<file path="src/design/rsq64_pkg.sv">
`default_nettype none

package rsq64_pkg;

  localparam int unsigned RadW  = 64;
  localparam int unsigned RootW = 32;
  // remainder never exceeds 2*root, so root width plus two bits holds it
  localparam int unsigned RemW  = RootW + 2;
  // one result digit per step
  localparam int unsigned NumSteps = RadW / 2;

  localparam logic [RootW-1:0] RootMax = {RootW{1'b1}};

  // payload carried between digit stages
  typedef struct packed {
    logic [RadW-1:0]  rad;   // radicand bits not yet consumed, in the top bits
    logic [RootW-1:0] root;  // partial integer root
    logic [RemW-1:0]  rem;   // partial remainder
  } rsq_stage_t;

endpackage

`default_nettype wire

</file>
<file path="src/design/rsq64_step.sv">
`default_nettype none

// One restoring digit step with its pipeline register.
module rsq64_step (
  input  wire logic                clk_i,
  input  wire logic                rst_ni,
  input  wire logic                en_i,
  input  wire logic                valid_i,
  input  wire rsq64_pkg::rsq_stage_t data_i,
  output logic                     valid_o,
  output rsq64_pkg::rsq_stage_t    data_o
);
  import rsq64_pkg::*;

  logic [RemW+1:0]  rem_sh;
  logic [RemW+1:0]  trial;
  logic [RemW+1:0]  diff;
  logic             take;
  rsq_stage_t       data_d;
  rsq_stage_t       data_q;
  logic             valid_q;

  // bring down two radicand bits, compare against 4*root+1
  assign rem_sh = {data_i.rem, data_i.rad[RadW-1 -: 2]};
  assign trial  = {2'b00, data_i.root, 2'b01};
  assign diff   = rem_sh - trial;
  assign take   = (rem_sh >= trial);

  always_comb begin
    data_d.rad = {data_i.rad[RadW-3:0], 2'b00};
    if (take) begin
      data_d.rem  = diff[RemW-1:0];
      data_d.root = {data_i.root[RootW-2:0], 1'b1};
    end else begin
      data_d.rem  = rem_sh[RemW-1:0];
      data_d.root = {data_i.root[RootW-2:0], 1'b0};
    end
  end

  // valid bit
  always_ff @(posedge clk_i or negedge rst_ni) begin
    if (!rst_ni) begin
      valid_q <= 1'b0;
    end else if (en_i) begin
      valid_q <= valid_i;
    end
  end

  // payload, no reset
  always_ff @(posedge clk_i) begin
    if (en_i && valid_i) begin
      data_q <= data_d;
    end
  end

  assign valid_o = valid_q;
  assign data_o  = data_q;

endmodule

`default_nettype wire

</file>
<file path="src/design/rounded_integer_sqrt64.sv">
// rounded_integer_sqrt64
// Square root of an unsigned 64-bit value, rounded to nearest, in a
// pipeline of digit stages.
//
// Input channel s_axis: one beat carries one 64-bit radicand in tdata.
// Output channel m_axis: one beat carries the 32-bit rounded root.
// A root that would round to 2^32 saturates to 4294967295.
//
// Structure: 32 digit stages, one per result bit, then the rounding
// stage that is also the output register. Throughput: one beat per
// cycle while the receiver takes beats.
//
// Each stage moves when it is empty or the next stage moves, so a
// stalled receiver fills the empty stages first, and s_axis_tready
// drops only when every stage holds a beat. Nothing is lost or
// repeated across a stall.
// Reset empties all stages; the block holds no other state.
`default_nettype none

module rounded_integer_sqrt64 (
  input  wire logic        clk_i,
  input  wire logic        rst_ni,
  input  wire logic        s_axis_tvalid,
  output logic             s_axis_tready,
  input  wire logic [63:0] s_axis_tdata,   // [63:0] radicand
  output logic             m_axis_tvalid,
  input  wire logic        m_axis_tready,
  output logic [31:0]      m_axis_tdata    // [31:0] root
);
  import rsq64_pkg::*;

  logic       [NumSteps:0]   valid_s;
  rsq_stage_t                data_s [NumSteps+1];
  logic       [NumSteps:0]   en_s;

  logic                      out_valid_q;
  logic       [RootW-1:0]    out_root_q;
  logic       [RootW-1:0]    root_d;
  logic                      out_en;

  // stage input from the slave side
  assign valid_s[0]       = s_axis_tvalid;
  assign data_s[0].rad    = s_axis_tdata;
  assign data_s[0].root   = '0;
  assign data_s[0].rem    = '0;
  assign s_axis_tready    = en_s[0];

  // stage enables: a stage loads when empty or when its successor loads
  assign out_en            = m_axis_tready || !out_valid_q;
  assign en_s[NumSteps]    = out_en;

  for (genvar g = 0; g < NumSteps; g++) begin : g_step
    assign en_s[g] = !valid_s[g+1] || en_s[g+1];

    rsq64_step u_step (
      .clk_i   (clk_i),
      .rst_ni  (rst_ni),
      .en_i    (en_s[g]),
      .valid_i (valid_s[g]),
      .data_i  (data_s[g]),
      .valid_o (valid_s[g+1]),
      .data_o  (data_s[g+1])
    );
  end

  // rounding: up when remainder exceeds the integer root, saturate at max
  always_comb begin
    root_d = data_s[NumSteps].root;
    if ((data_s[NumSteps].rem > {2'b00, data_s[NumSteps].root})
        && (data_s[NumSteps].root != RootMax)) begin
      root_d = data_s[NumSteps].root + RootW'(1);
    end
  end

  // output register
  always_ff @(posedge clk_i or negedge rst_ni) begin
    if (!rst_ni) begin
      out_valid_q <= 1'b0;
    end else if (out_en) begin
      out_valid_q <= valid_s[NumSteps];
    end
  end

  always_ff @(posedge clk_i) begin
    if (out_en && valid_s[NumSteps]) begin
      out_root_q <= root_d;
    end
  end

  assign m_axis_tvalid = out_valid_q;
  assign m_axis_tdata  = out_root_q;

endmodule

`default_nettype wire

</file>
<file path="config.mk">
export PLATFORM = sky130hd
export DESIGN_NAME = rounded_integer_sqrt64
export DESIGN_NICKNAME = d
export VERILOG_FILES = /design/src/design/rsq64_pkg.sv /design/src/design/rsq64_step.sv /design/src/design/rounded_integer_sqrt64.sv
export SDC_FILE = /design/constraint.sdc
export NUM_CORES = 2
export LEC_CHECK = 0
export BUFFER_PORTS_ARGS = -buffer_cell sky130_fd_sc_hd__clkbuf_2
export CAP_MARGIN = 20
export CELL_PAD_IN_SITES_DETAIL_PLACEMENT = 1
export CELL_PAD_IN_SITES_GLOBAL_PLACEMENT = 1
export CORE_MARGIN = 3
export CORE_UTILIZATION = 53
export CTS_CLUSTER_DIAMETER = 40
export CTS_CLUSTER_SIZE = 12
export DETAILED_ROUTE_END_ITERATION = 8
export GPL_ROUTABILITY_DRIVEN = 0
export HOLD_SLACK_MARGIN = 0.06
export PLACE_DENSITY = 0.76
export REMOVE_ABC_BUFFERS = 1
export SETUP_SLACK_MARGIN = 0.2
export SYNTH_ARGS = -nofsm -noshare
export SYNTH_HDL_FRONTEND = slang
export SYNTH_SLANG_ARGS = --single-unit
</file>
<file path="constraint.sdc">
create_clock -name clk_i -period 8.6 [get_ports clk_i]
set_clock_uncertainty 0.2 [all_clocks]
set_input_delay 1.72 -clock clk_i [delete_from_list [all_inputs] [get_ports clk_i]]
set_output_delay 1.72 -clock clk_i [all_outputs]
set_load 0.02 [all_outputs]
</file>
==> results.py <==
metrics = {
    "run_status": {
        "outcome": "finished, final reports clean",
    },
    "floorplanning": {
        "ios": 102,
        "die_h_um": 486,
        "rows": 175,
        "dieArea_um2": 236000,
        "fp.dieW_um": 486,
        "initial_core_util_pct": 53.5,
        "core_area_um2": 228000,
    },
    "pwr": {
        "power_switching_mw": 14.6,
        "pwr-share-comb_pct": 25.6,
        "power_density_nw_per_um2": 330,
        "clkPwrFrac_pct": 34.4,
        "leakagePower_nw": 53.2,
        "irDropWorstVdd_uv": 229,
        "p_int_mw": 31.4,
        "seqPwrFrac_pct": 40.0,
        "p_sw_share_pct": 31.8,
        "total_power_mw": 46.0,
    },
    "global_route": {
        "antenna_found_initial": 9,
        "grt_overflow": 0,
        "grt_start_max_net_pins": 80,
        "first_global_vias": 83200,
        "gr-usage-all-layers_pct": 26.7,
        "grt_pass1_wl_um": 492000,
    },
    "routing": {
        "viasPerCell": 5.89,
        "drt_iter0_drc": 6036,
        "drt-total-wl_um": 319000,
        "dr.pass1.iters": 6,
        "antenna_left": 0,
        "vias": 78000,
        "drc": 0,
        "post_drt_wl_per_cell_um": 24.1,
    },
    "timing": {
        "post-route-period-util_pct": 82.6,
        "timing.final.ws_setup_ns": 1.50,
        "max_freq_ghz": 0.141,
        "slew_headroom_pct": 22.2,
        "rsz0062_at_grt": "false",
        "tightest_slew_ns": 1.16,
        "setup_violations": 0,
        "slew_viol_final": 0,
        "final_hold_viol_count": 0,
        "holdWs_ns": 0.173,
        "fin_crit_ns": 7.10,
    },
    "synth": {
        "seq_area_frac_synth_pct": 64.0,
        "ys_ff_latch": 2607,
        "syn_avg_cell_area_um2": 12.8,
        "syn_inst": 9552,
        "synthTopCellsByArea": "edfxtp_1 (63%), ha_1 (6.1%), xnor2_1 (3.2%)",
        "synth_warnings": 0,
        "yosys_most_used_dff": "edfxtp_1",
        "synth_area_leader_cell": "edfxtp_1",
        "synth_area_um2": 122000,
        "async_flop_share_pct": 1.27,
        "ys_types": 90,
        "synth_edf_count": 2574,
        "synth_top_area_share_pct": 63.3,
    },
    "hold_path": {
        "hp-start": "g_step[4].u_step.data_o[124]",
        "hp-class": "flip-flop to flip-flop",
        "min_path_cells": 0,
        "min_to": "g_step[5].u_step.data_o[126]",
    },
    "clock_network": {
        "clkSinkCount": 2607,
        "postCtsHoldBufs": 0,
        "clockBufferDepth": 4,
        "clkTransAtPathRegs_ns": 0.05,
        "cts-root-buf": "clkbuf_16",
        "cts.repair.resized": 0,
        "cts_max_level": 5,
        "worstSkewPairLatency_ns": 0.97,
        "cts_tree": "built",
        "cts_buffers": 385,
        "cts_setup_buffers": 0,
    },
    "worst_setup_path": {
        "crit_type": "input port to primary output",
        "r2r_end": "g_step[11].u_step.data_o[27]",
        "worst-path-buf-inv": 2,
        "worstPathArrival_ns": 5.18,
        "worstSetupEndpointType": "primary output",
        "cpPeakStageDelay_ns": 0.68,
        "worstSetupStartpointType": "input port",
        "worstReg2RegStart": "g_step[10].u_step.data_o[34]",
        "path_delay_family": "simple AND/OR/NAND/NOR gates",
        "ff2ff_setup_slack_ns": 3.77,
        "critical_path.max_fanout": 7,
        "rr_worst_depth": 12,
        "critPathRequiredTime_ns": 6.68,
        "crit_chain": "clkbuf_2 > nor2b_1 > nand3_1 > nor2_1 > and2_1 > nand4_1 > nor2_1 > nand3_1 > nor2_1 > nand3_1 > clkbuf_2",
        "worst_path_max_delay_cell": "nor2_1",
    },
    "place": {
        "dp_worst_setup_slack_ns": 1.58,
        "hpwl_um": 225000,
        "port_buffers": 101,
    },
    "layout": {
        "final_common_cell": "edfxtp_1",
        "fin_util_pct": 61.2,
        "layout_common_cells": "edfxtp_1 (2,574), inv_1 (799), nand2_1 (624)",
        "fillCellCount": 22200,
        "final_nets": 10600,
        "drive_gt1_share_pct": 9.85,
        "syn2layout_area_growth_pct": 14.4,
    },
    "run": {
        "max-cap-violations": 0,
    },
}
## cells in the mapped netlist (88+ instances only)
cell and count:
a21o_1 200, a21oi_1 580, clkbuf_1 138, edfxtp_1 2574, ha_1 600, inv_1 799
nand2_1 624, nand2b_1 123, nand3_1 186, nand4_1 110, nor2_1 588, nor2b_1 88
nor3_1 275, nor4_1 133, o21a_1 136, o21ai_0 492, or3_1 107, xnor2_1 449
xor2_1 401
## per-stage QoR
stage	setup TNS (ns)	area (um^2)	cells
final	0	140000	13200
after global routing	0	140000	13200
after CTS	0	139000	13200
after detailed placement	0	126000	12600
after global placement	0	126000	12600
after floorplan	-68.80	121000	9383
## layer usage
metal  global-route usage (%)  vias up  wire length (um)
li1                         -    36100                 -
met1                     33.3    39100            129000
met2                     47.4     2125            163000
met3                     3.19      719             14000
met4                     10.4        0             13000
met5                        0        -                 0
## cells by family (layout without fill, tap and decap cells)
| family | Yosys count | count (layout) | synth area share [%] |
|---|---|---|---|
| DFF | 2607 | 2607 | 64.0 |
| and+or+nand+nor | 2558 | 2558 | 10.4 |
| AOI/OAI and AO/OA | 1867 | 1867 | 9.46 |
| buffers and inverters | 972 | 1655 | 3.01 |
| xor gates and xnor gates | 850 | 850 | 6.10 |
| adders and majority gates | 600 | 600 | 6.15 |
| muxes | 97 | 97 | 0.880 |
| other | 1 | 4 | 0.00307 |
## state kept, by name (all words and copies together), names as in the netlist
name	cells
g_step.u_step.data_o	2542
g_step.u_step.valid_o	32
m_axis_tdata	32
m_axis_tvalid	1
## worst register-to-register path: stages (launching register included)
cell and delay, ns:
edfxtp_1 0.42, inv_1 0.06, ha_1 0.34, nor2b_1 0.18, o21ai_1 0.09, a21oi_1 0.20
o21ai_0 0.15, a21oi_1 0.25, o21ai_0 0.26, a2111oi_0 0.93, o211ai_1 0.60, nor4b_1 0.66
xor2_1 0.18
## power by group through the flow
| stage | Sequential (mW) | Combinational (mW) | Clock [mW] |
|---|---|---|---|
| 6_report | 18.4 | 11.8 | 15.8 |
| 2_1_floorplan | 17.9 | 8.37 | 0 |
| 3_5_place_dp | 18.6 | 11.4 | 0 |
| 4_1_cts | 18.4 | 11.7 | 16.1 |
| 3_3_place_gp | 18.5 | 10.8 | 0 |
| 5_1_grt | 18.6 | 13.0 | 16.7 |
## how the worst max path moves through the flow
stage          slack (ns)           from  depth (start not counted)                          end
2_1_floorplan       -0.55  m_axis_tready                          7  g_step[15].u_step.data_o[0]
3_3_place_gp         1.61  m_axis_tready                         11                s_axis_tready
3_5_place_dp         1.58  m_axis_tready                         11                s_axis_tready
4_1_cts              1.50  m_axis_tready                         11                s_axis_tready
5_1_grt              1.18  m_axis_tready                         11                s_axis_tready
6_report             1.50  m_axis_tready                         11                s_axis_tready
## area by class of cell
cell class	count	area [um^2]	area share, %
antenna	3	7.51	0.00538
clock buffer	436	10000	7.17
clock inverter	243	2960	2.12
inverter	803	3010	2.16
multi-input combinational	5973	40600	29.1
sequential	2607	78100	55.9
tap	3009	3760	2.70
timing repair buffer	173	1180	0.843
Power figures use the tool's default switching activity.
